**config.mk**
```make
export PLATFORM = sky130hd
export DESIGN_NAME = csv_syntax_checker_unit
export DESIGN_NICKNAME = d
export VERILOG_FILES = /design/src/sv/csc_pkg.sv /design/src/sv/csc_front.sv /design/src/sv/csc_queue.sv /design/src/sv/csc_back.sv /design/src/sv/csv_syntax_checker_unit.sv
export SDC_FILE = /design/constraint.sdc
export NUM_CORES = 1
export LEC_CHECK = 0
export ABC_AREA = 1
export ABC_CLOCK_PERIOD_IN_PS = 3300
export CELL_PAD_IN_SITES_DETAIL_PLACEMENT = 1
export CELL_PAD_IN_SITES_GLOBAL_PLACEMENT = 1
export CORE_MARGIN = 5
export CORE_UTILIZATION = 48
export CTS_CLUSTER_DIAMETER = 50
export DETAILED_ROUTE_END_ITERATION = 10
export DONT_BUFFER_PORTS = 1
export PLACE_DENSITY = 0.9
export SLEW_MARGIN = 10
export SYNTH_ARGS = -nofsm -noshare
export SYNTH_HDL_FRONTEND = slang
export SYNTH_HIERARCHICAL = 1
export SYNTH_SLANG_ARGS = --single-unit
export TNS_END_PERCENT = 5
```
**constraint.sdc**
```tcl
create_clock -name clk -period 3.3 [get_ports clk]
set_input_delay 0.66 -clock clk [delete_from_list [all_inputs] [get_ports clk]]
set_output_delay 0.66 -clock clk [all_outputs]
set_load 0.05 [all_outputs]
```
**src/sv/csc_pkg.sv**
```systemverilog
// shared types, codes and constants of the csv syntax checker
package csc_pkg;

    localparam int QUEUE_DEPTH_DEFAULT = 4;

    localparam logic [7:0] CH_NUL = 8'd0;
    localparam logic [7:0] CH_NL  = 8'd10;
    localparam logic [7:0] CH_CR  = 8'd13;
    localparam logic [7:0] CH_DQ  = 8'd34;

    localparam logic [7:0] SEP_RESET = 8'd44;

    localparam logic [7:0] CFG_FIELD_SEPARATOR      = 8'd0;
    localparam logic [7:0] CFG_QUOTES_SPECIAL       = 8'd1;
    localparam logic [7:0] CFG_NEWLINE_IN_QUOTES_OK = 8'd2;

    localparam logic [2:0] EV_CONSUMED     = 3'd0;
    localparam logic [2:0] EV_FIELD_END    = 3'd1;
    localparam logic [2:0] EV_RECORD_END   = 3'd2;
    localparam logic [2:0] EV_STREAM_END   = 3'd3;
    localparam logic [2:0] EV_BAD_QUOTE    = 3'd4;
    localparam logic [2:0] EV_EMBEDDED_NL  = 3'd5;
    localparam logic [2:0] EV_UNTERMINATED = 3'd6;
    localparam logic [2:0] EV_AFTER_ERROR  = 3'd7;

    typedef enum logic [2:0] {
        CLS_END,
        CLS_CR,
        CLS_NL,
        CLS_QUOTE,
        CLS_SEP,
        CLS_OTHER
    } byte_class_t;

    typedef struct packed {
        logic [7:0] data_byte;
        logic       end_of_input;
    } in_item_t;

    typedef struct packed {
        logic [2:0]  event_code;
        logic [31:0] line_number;
        logic [15:0] field_count;
        logic [7:0]  field_byte;
        logic        field_byte_valid;
    } out_item_t;

    typedef struct packed {
        byte_class_t cls;
        logic        nl_ok;
        logic [7:0]  data_byte;
    } cls_item_t;

endpackage

```
**src/sv/csc_front.sv**
```systemverilog
// front end: configuration registers and byte classification
module csc_front (
    input  logic                clk,
    input  logic                rst_n,
    input  logic                push,
    output logic                full,
    input  csc_pkg::in_item_t   in_item,
    input  logic                cfg_valid,
    output logic                cfg_ready,
    input  logic [7:0]          cfg_index,
    input  logic [7:0]          cfg_data,
    input  logic                q_full,
    output logic                q_wr,
    output csc_pkg::cls_item_t  q_wr_item
);
    import csc_pkg::*;

    logic [7:0] sep_reg;
    logic       quotes_reg;
    logic       nl_ok_reg;
    logic       is_end;
    logic       is_quote;

    assign cfg_ready = 1'b1;

    always_ff @(posedge clk or negedge rst_n)
    begin
        if (!rst_n)
        begin
            sep_reg    <= SEP_RESET;
            quotes_reg <= 1'b1;
            nl_ok_reg  <= 1'b0;
        end
        else if (cfg_valid && cfg_ready)
        begin
            unique case (cfg_index)
                CFG_FIELD_SEPARATOR:      sep_reg    <= cfg_data;
                CFG_QUOTES_SPECIAL:       quotes_reg <= cfg_data[0];
                CFG_NEWLINE_IN_QUOTES_OK: nl_ok_reg  <= cfg_data[0];
                default:                  ;
            endcase
        end
    end

    assign is_end   = in_item.end_of_input || (in_item.data_byte == CH_NUL);
    assign is_quote = (in_item.data_byte == CH_DQ) && quotes_reg;

    always_comb
    begin
        if (is_end)
            q_wr_item.cls = CLS_END;
        else if (in_item.data_byte == CH_CR)
            q_wr_item.cls = CLS_CR;
        else if (in_item.data_byte == CH_NL)
            q_wr_item.cls = CLS_NL;
        else if (is_quote)
            q_wr_item.cls = CLS_QUOTE;
        else if (in_item.data_byte == sep_reg)
            q_wr_item.cls = CLS_SEP;
        else
            q_wr_item.cls = CLS_OTHER;
        q_wr_item.nl_ok     = nl_ok_reg;
        q_wr_item.data_byte = in_item.data_byte;
    end

    assign full = q_full;
    assign q_wr = push && !q_full;

endmodule

```
**src/sv/csc_queue.sv**
```systemverilog
// short queue of classified bytes between front and back
module csc_queue #(
    parameter int DEPTH = csc_pkg::QUEUE_DEPTH_DEFAULT
) (
    input  logic                clk,
    input  logic                rst_n,
    input  logic                wr,
    input  csc_pkg::cls_item_t  wr_item,
    output logic                q_full,
    input  logic                rd,
    output csc_pkg::cls_item_t  rd_item,
    output logic                q_empty
);
    import csc_pkg::*;

    localparam int PTR_W = (DEPTH > 1) ? $clog2(DEPTH) : 1;
    localparam int CNT_W = $clog2(DEPTH + 1);

    cls_item_t        mem [DEPTH];
    logic [PTR_W-1:0] wr_ptr_reg;
    logic [PTR_W-1:0] rd_ptr_reg;
    logic [CNT_W-1:0] count_reg;
    logic [PTR_W-1:0] wr_ptr_next;
    logic [PTR_W-1:0] rd_ptr_next;
    logic [CNT_W-1:0] count_next;
    logic             do_wr;
    logic             do_rd;

    assign q_full  = (count_reg == CNT_W'(DEPTH));
    assign q_empty = (count_reg == '0);
    assign do_wr   = wr && !q_full;
    assign do_rd   = rd && !q_empty;
    assign rd_item = mem[rd_ptr_reg];

    always_comb
    begin
        wr_ptr_next = wr_ptr_reg;
        rd_ptr_next = rd_ptr_reg;
        count_next  = count_reg;
        if (do_wr)
            wr_ptr_next = (wr_ptr_reg == PTR_W'(DEPTH - 1)) ? '0 : wr_ptr_reg + 1'b1;
        if (do_rd)
            rd_ptr_next = (rd_ptr_reg == PTR_W'(DEPTH - 1)) ? '0 : rd_ptr_reg + 1'b1;
        if (do_wr && !do_rd)
            count_next = count_reg + 1'b1;
        else if (do_rd && !do_wr)
            count_next = count_reg - 1'b1;
    end

    always_ff @(posedge clk)
    begin
        if (do_wr)
            mem[wr_ptr_reg] <= wr_item;
    end

    always_ff @(posedge clk or negedge rst_n)
    begin
        if (!rst_n)
        begin
            wr_ptr_reg <= '0;
            rd_ptr_reg <= '0;
            count_reg  <= '0;
        end
        else
        begin
            wr_ptr_reg <= wr_ptr_next;
            rd_ptr_reg <= rd_ptr_next;
            count_reg  <= count_next;
        end
    end

`ifndef ASSERT_OFF
    a_count_bound: assert property (@(posedge clk) disable iff (!rst_n)
        count_reg <= CNT_W'(DEPTH))
        else $error("queue count beyond depth");

    a_count_track: assert property (@(posedge clk) disable iff (!rst_n)
        (do_wr && !do_rd) |=> (count_reg == $past(count_reg) + 1'b1))
        else $error("queue count missed a write");
`endif

endmodule

```
**src/sv/csc_back.sv**
```systemverilog
// back end: parse state machine, counters and result register
module csc_back (
    input  logic                clk,
    input  logic                rst_n,
    input  logic                q_empty,
    input  csc_pkg::cls_item_t  q_item,
    output logic                q_rd,
    output csc_pkg::out_item_t  out_item,
    output logic                empty,
    input  logic                pop
);
    import csc_pkg::*;

    typedef enum logic [2:0] {
        ST_REC_START,
        ST_FIELD_START,
        ST_IN_FIELD,
        ST_IN_QUOTED,
        ST_QUOTE_SEEN,
        ST_ERROR,
        ST_DONE
    } state_t;

    state_t      state_reg;
    state_t      state_next;
    logic [31:0] line_reg;
    logic [31:0] line_next;
    logic [15:0] fields_reg;
    logic [15:0] fields_next;
    logic        out_valid_reg;
    logic        out_valid_next;
    out_item_t   out_reg;
    out_item_t   out_next;

    logic        take;
    logic [2:0]  ev;
    logic        fbv;
    logic        bump_l;
    logic        bump_f;
    logic        close_rec;
    logic [31:0] line_sat;
    logic [15:0] fields_sat;
    logic [15:0] fc;

    assign take = !q_empty && (!out_valid_reg || pop);
    assign q_rd = take;

    assign line_sat   = (line_reg == 32'hFFFF_FFFF) ? line_reg : line_reg + 32'd1;
    assign fields_sat = (fields_reg == 16'hFFFF) ? fields_reg : fields_reg + 16'd1;

    always_comb
    begin
        ev         = EV_CONSUMED;
        fbv        = 1'b0;
        bump_l     = 1'b0;
        bump_f     = 1'b0;
        close_rec  = 1'b0;
        state_next = state_reg;
        if (state_reg == ST_ERROR)
            ev = EV_AFTER_ERROR;
        else if (state_reg == ST_DONE)
            ev = EV_STREAM_END;
        else if (q_item.cls == CLS_END)
        begin
            if (state_reg == ST_IN_QUOTED)
            begin
                ev         = EV_UNTERMINATED;
                state_next = ST_ERROR;
            end
            else
            begin
                bump_f     = (state_reg != ST_REC_START);
                ev         = EV_STREAM_END;
                close_rec  = 1'b1;
                state_next = ST_DONE;
            end
        end
        else if (q_item.cls == CLS_CR)
            ev = EV_CONSUMED;
        else if (state_reg == ST_IN_QUOTED)
        begin
            if (q_item.cls == CLS_QUOTE)
                state_next = ST_QUOTE_SEEN;
            else if (q_item.cls == CLS_NL)
            begin
                bump_l = 1'b1;
                if (q_item.nl_ok)
                    fbv = 1'b1;
                else
                begin
                    ev         = EV_EMBEDDED_NL;
                    state_next = ST_ERROR;
                end
            end
            else
                fbv = 1'b1;
        end
        else if (q_item.cls == CLS_NL)
        begin
            bump_l     = 1'b1;
            bump_f     = (state_reg != ST_REC_START);
            ev         = EV_RECORD_END;
            close_rec  = 1'b1;
            state_next = ST_REC_START;
        end
        else
        begin
            unique case (state_reg)
                ST_QUOTE_SEEN:
                begin
                    if (q_item.cls == CLS_QUOTE)
                    begin
                        fbv        = 1'b1;
                        state_next = ST_IN_QUOTED;
                    end
                    else if (q_item.cls == CLS_SEP)
                    begin
                        bump_f     = 1'b1;
                        ev         = EV_FIELD_END;
                        state_next = ST_FIELD_START;
                    end
                    else
                    begin
                        ev         = EV_BAD_QUOTE;
                        state_next = ST_ERROR;
                    end
                end
                ST_IN_FIELD:
                begin
                    if (q_item.cls == CLS_QUOTE)
                    begin
                        ev         = EV_BAD_QUOTE;
                        state_next = ST_ERROR;
                    end
                    else if (q_item.cls == CLS_SEP)
                    begin
                        bump_f     = 1'b1;
                        ev         = EV_FIELD_END;
                        state_next = ST_FIELD_START;
                    end
                    else
                        fbv = 1'b1;
                end
                default:
                begin
                    // record start or field start
                    if (q_item.cls == CLS_QUOTE)
                        state_next = ST_IN_QUOTED;
                    else if (q_item.cls == CLS_SEP)
                    begin
                        bump_f     = 1'b1;
                        ev         = EV_FIELD_END;
                        state_next = ST_FIELD_START;
                    end
                    else
                    begin
                        fbv        = 1'b1;
                        state_next = ST_IN_FIELD;
                    end
                end
            endcase
        end
    end

    always_comb
    begin
        fc          = bump_f ? fields_sat : fields_reg;
        line_next   = bump_l ? line_sat : line_reg;
        fields_next = close_rec ? 16'd0 : fc;

        out_next.event_code       = ev;
        out_next.line_number      = line_next;
        out_next.field_count      = fc;
        out_next.field_byte       = fbv ? q_item.data_byte : 8'd0;
        out_next.field_byte_valid = fbv;

        if (take)
            out_valid_next = 1'b1;
        else if (pop)
            out_valid_next = 1'b0;
        else
            out_valid_next = out_valid_reg;
    end

    always_ff @(posedge clk or negedge rst_n)
    begin
        if (!rst_n)
        begin
            state_reg     <= ST_REC_START;
            line_reg      <= 32'd1;
            fields_reg    <= 16'd0;
            out_valid_reg <= 1'b0;
            out_reg       <= '0;
        end
        else
        begin
            out_valid_reg <= out_valid_next;
            if (take)
            begin
                state_reg  <= state_next;
                line_reg   <= line_next;
                fields_reg <= fields_next;
                out_reg    <= out_next;
            end
        end
    end

    assign out_item = out_reg;
    assign empty    = !out_valid_reg;

`ifndef ASSERT_OFF
    a_error_sticky: assert property (@(posedge clk) disable iff (!rst_n)
        (state_reg == ST_ERROR) |=> (state_reg == ST_ERROR))
        else $error("error state left");

    a_after_error: assert property (@(posedge clk) disable iff (!rst_n)
        (take && state_reg == ST_ERROR) |=> (out_reg.event_code == EV_AFTER_ERROR))
        else $error("transaction after error not flagged");

    a_line_nonzero: assert property (@(posedge clk) disable iff (!rst_n)
        line_reg != 32'd0)
        else $error("line counter wrapped");

    a_result_held: assert property (@(posedge clk) disable iff (!rst_n)
        (out_valid_reg && !pop) |=> (out_valid_reg && $stable(out_reg)))
        else $error("waiting result overwritten");
`endif

endmodule

```
**src/sv/csv_syntax_checker_unit.sv**
```systemverilog
// top level of the csv syntax checker
// Checks CSV text one byte per transaction and returns one result per byte: consumed,
// field end, record end, stream end or a sticky error, with the line number, the
// field count of the current record and the unescaped content byte. Sustained rate is
// one byte per cycle while results are popped; a pushed byte is written into the queue,
// then taken by the parse state machine into the result register, from which it is
// popped. The rate is set by the parse state machine in the back end, fed from a
// short queue of classified bytes (QUEUE_DEPTH entries) that absorbs result stalls.
// Configuration writes take effect on bytes pushed afterwards; write only while idle.
module csv_syntax_checker_unit #(
    parameter int QUEUE_DEPTH = csc_pkg::QUEUE_DEPTH_DEFAULT
) (
    input  logic                clk,
    input  logic                rst_n,
    input  logic                push,
    output logic                full,
    input  csc_pkg::in_item_t   in_item,
    output logic                empty,
    input  logic                pop,
    output csc_pkg::out_item_t  out_item,
    input  logic                cfg_valid,
    output logic                cfg_ready,
    input  logic [7:0]          cfg_index,
    input  logic [7:0]          cfg_data
);
    import csc_pkg::*;

    logic      q_full;
    logic      q_empty;
    logic      q_wr;
    logic      q_rd;
    cls_item_t q_wr_item;
    cls_item_t q_rd_item;

    csc_front u_front (
        .clk       (clk),
        .rst_n     (rst_n),
        .push      (push),
        .full      (full),
        .in_item   (in_item),
        .cfg_valid (cfg_valid),
        .cfg_ready (cfg_ready),
        .cfg_index (cfg_index),
        .cfg_data  (cfg_data),
        .q_full    (q_full),
        .q_wr      (q_wr),
        .q_wr_item (q_wr_item)
    );

    csc_queue #(
        .DEPTH (QUEUE_DEPTH)
    ) u_queue (
        .clk     (clk),
        .rst_n   (rst_n),
        .wr      (q_wr),
        .wr_item (q_wr_item),
        .q_full  (q_full),
        .rd      (q_rd),
        .rd_item (q_rd_item),
        .q_empty (q_empty)
    );

    csc_back u_back (
        .clk      (clk),
        .rst_n    (rst_n),
        .q_empty  (q_empty),
        .q_item   (q_rd_item),
        .q_rd     (q_rd),
        .out_item (out_item),
        .empty    (empty),
        .pop      (pop)
    );

endmodule
```
==> flow_metrics.tcl <==
set metrics [dict create \
    status "finished, final reports clean" \
    total_power_mw 5.588 \
    finalCritPeriodShare_pct 81.45 \
    regArea_mm2 0.003900 \
    slowest_stage "dfrtp_1" \
    regToRegEndpoint "u_back/out_item[17]$_DFFE_PN0P_" \
    critPathBufInv 1 \
    largest_register_ffs 48 \
    slowest_delay_ns 0.81 \
    dpl.hpwl_mm 15.51 \
    cp_max_fo 24 \
    grt_antenna_before_repair 0 \
    grt.busiest_layer "met2" \
    synth_seq_cells 146 \
    finClkSkew_ns 0.009975 \
    finalMaxSlewViolations 0 \
    grt_pass1_wl_mm 36.76 \
    worst_pin_slew_ns 0.7213 \
    ant_nets 0 \
    fin_crit_ns 2.688 \
    wirelength_mm 22.33 \
    grt_max_degree 94 \
    core_area_mm2 0.01730 \
    antenna_cells 0 \
    grtUsageTotal_pct 22.75 \
    drc_errors 0 \
    synthDistinctLibCells 42 \
    use_met3_pct 5.492 \
    hold_violations 0 \
    vdd_ir_drop_max_v 0.0003940 \
    yosys-top-cells-area "dfrtp_1, edfxtp_1, nand2_1" \
    hold_buffers 1 \
    clock_latency_ns 0.43 \
    setup_viol 0 \
    crit_family "simple AND/OR/NAND/NOR gates" \
    fmax_mhz 372.0 \
    syn-num-nets 1099 \
    r2r_cells 13 \
    rsz0062_at_grt "no" \
    min_path_type "in -> async" \
    p_leak_nw 4.198 \
    io_buffers 0 \
    cts_tree "built" \
    synth_cells 1060 \
    start_kind "flop" \
    overflow 0 \
    yosys.area.top_type "dfrtp_1" \
    tns_ns 0 \
    met1_usage_pct 28.75 \
    fin_area_mm2 0.008930 \
    ctsResizeCount 0 \
    worstPathArrival_ns 3.00 \
    yosysTopAreaCellShare_pct 27.50 \
    clk_pin_slew_ns 0.07 \
    power_per_cell_area_mw_per_mm2 625.7 \
    critPathKind "reg -> reg" \
    num_vias 6753 \
    r2r_slack_ns 0.61 \
    crit_top_cell "nand2_1" \
    slew_headroom_pct 51.91 \
    cts_buffer_depth 2 \
    placed_area_mm2 0.008334 \
    vias_per_cell 5.338 \
    ys_warn_count 6 \
    cts_num_sinks 146 \
    final_nets 1066 \
    rr_startpoint "u_queue/rd_ptr_reg[0]$_DFFE_PN0P_" \
    cp-end-kind "flop" \
    postCtsSetupBuffers 0 \
    drtPass1Iterations 5 \
    avgRoutedWirePerCell_um 17.65 \
    die_area_mm2 0.02039 \
    area_growth_syn_to_layout_pct 5.514 \
    cp_data_required_time_ns 3.61 \
    drt-initial-drc-count 376 \
    grt_util_met2_pct 38.90 \
    ctsHtreeMaxLevel 4 \
    ctsRootBufferMaster "clkbuf_16" \
    synth_area_per_cell_um2 7.984 \
    cp_cell_sequence "nand2_1, o211ai_1, nand2_1, nor2_2, nand2_2, inv_4, nand3_2, nand2_4, nand2_4, nand2_2, nand2_1, nand2_1, nand2_1" \
    path_depth 13 \
    finish.utilization_pct 51.63 \
    cap_violations 0 \
    die_w_um 142.8 \
    yosysSeqAreaShare_pct 46.08 \
    start_util_pct 48.93 \
    n_fill_cell 2087 \
    cts_buffers 17 \
    syn_area_mm2 0.008463 \
    final_layout_size_suffix_gt1_share_pct 12.21 \
    gp_congestion 0.8871 \
    rows 48 \
    num_io_pins 93 \
    multi_input_area_mm2 0.003630 \
    grt_pass1_vias 7164 \
    die_y_um 142.8 \
]
[area by class of cell]
| cell class | count | area share [%] |
|---|---|---|
| inverters | 106 | 4.512 |
| clock inverters | 13 | 1.275 |
| flip-flops and latches | 146 | 43.67 |
| clock buffers | 19 | 5.086 |
| well taps | 225 | 3.153 |
| repair buffers | 17 | 1.653 |
| multi-input cells | 739 | 40.65 |
[how the worst max path moves through the flow]
stage	startpoint	to	slack [ns]
after floorplan	u_back/out_valid_reg$_DFFE_PN0P_	u_queue/count_reg[1]$_DFFE_PN0P_	0.74
after global placement	u_queue/rd_ptr_reg[0]$_DFFE_PN0P_	u_back/line_reg[9]$_DFFE_PN0P_	0.85
after detailed placement	u_queue/rd_ptr_reg[0]$_DFFE_PN0P_	u_back/line_reg[9]$_DFFE_PN0P_	0.63
after CTS	u_queue/rd_ptr_reg[0]$_DFFE_PN0P_	u_back/line_reg[9]$_DFFE_PN0P_	0.59
after global routing	u_queue/rd_ptr_reg[0]$_DFFE_PN0P_	u_back/out_item[17]$_DFFE_PN0P_	0.35
final	u_queue/rd_ptr_reg[0]$_DFFE_PN0P_	u_back/out_item[17]$_DFFE_PN0P_	0.61
[synth_stat cells (all sizes together)]
cell type	number
a41oi	1
nand4	9
o21bai	2
nor4	1
xnor2	14
o21ai	27
a31o	1
a31oi	2
nor3	16
xor2	20
nand3	81
inv	106
buf	64
conb	1
dfstp	5
nand3b	3
a21oi	16
nand2	395
fa	1
nor2	115
clkbuf	5
edfxtp	48
or2	1
dfrtp	93
o211ai	24
ha	8
o22ai	1
[cell families after synthesis]
kind of cell | share of synthesized area, %
xor gates and xnor gates | 3.519
other | 0.04431
buffers and inverters | 11.06
AOI/OAI and AO/OA | 5.840
DFF | 46.08
adders and majority gates | 1.419
and+or+nand+nor | 32.04
[layer usage]
layer	wire length, um	share of wire [%]	vias to the layer above
li1	-	-	3265
met1	9806	44	3331
met2	11050	49	130
met3	1127	5.0	27
met4	347	1.6	0
met5	0	0	-
[cell usage in the layout, fill, tap and decap left out, types with 3 or more instances in the layout]
master     synthesis  final
inv_8              0      3
a21oi_2            8      8
inv_1             99     99
nand4_1            9      9
nand2_1          374    373
xnor2_1           14     14
buf_4             45     16
dfrtp_1           93     93
nand3_1           69     69
nor2_2            16     16
clkbuf_16          0     18
nand3_2           12     12
inv_6              0      4
nor3_1            15     15
dfstp_2            5      5
o21ai_0           14     14
nand2_2           16     17
nor2_4             3      3
edfxtp_1          48     48
clkinv_4           0      4
ha_1               8      8
nand3b_1           3      3
o211ai_1          24     24
a21oi_1            7      7
inv_2              5      5
xor2_1            20     20
nand2_4            5      5
nor2_1            96     96
o21ai_1           13     13
[power breakdown]
part | leakage [nW] | internal (mW) | switching (mW) | total (mW)
Clock | 0.284 | 1.03 | 0.842 | 1.87
Sequential | 1.69 | 2.06 | 0.137 | 2.20
Combinational | 2.22 | 0.411 | 1.10 | 1.51
Total | 4.20 | 3.51 | 2.08 | 5.59
[stage by stage]
stage               setup WS (ns)  std cells  hold WS, ns
floorplan                  0.7431       1060       0.3644
global placement           0.8473       1232       0.3689
detailed placement         0.6308       1232       0.3684
CTS                        0.5882       1265      0.04670
global route               0.3481       1265      0.04503
finish                     0.6121       1265      0.06129
(Power assumes the default switching activity.)
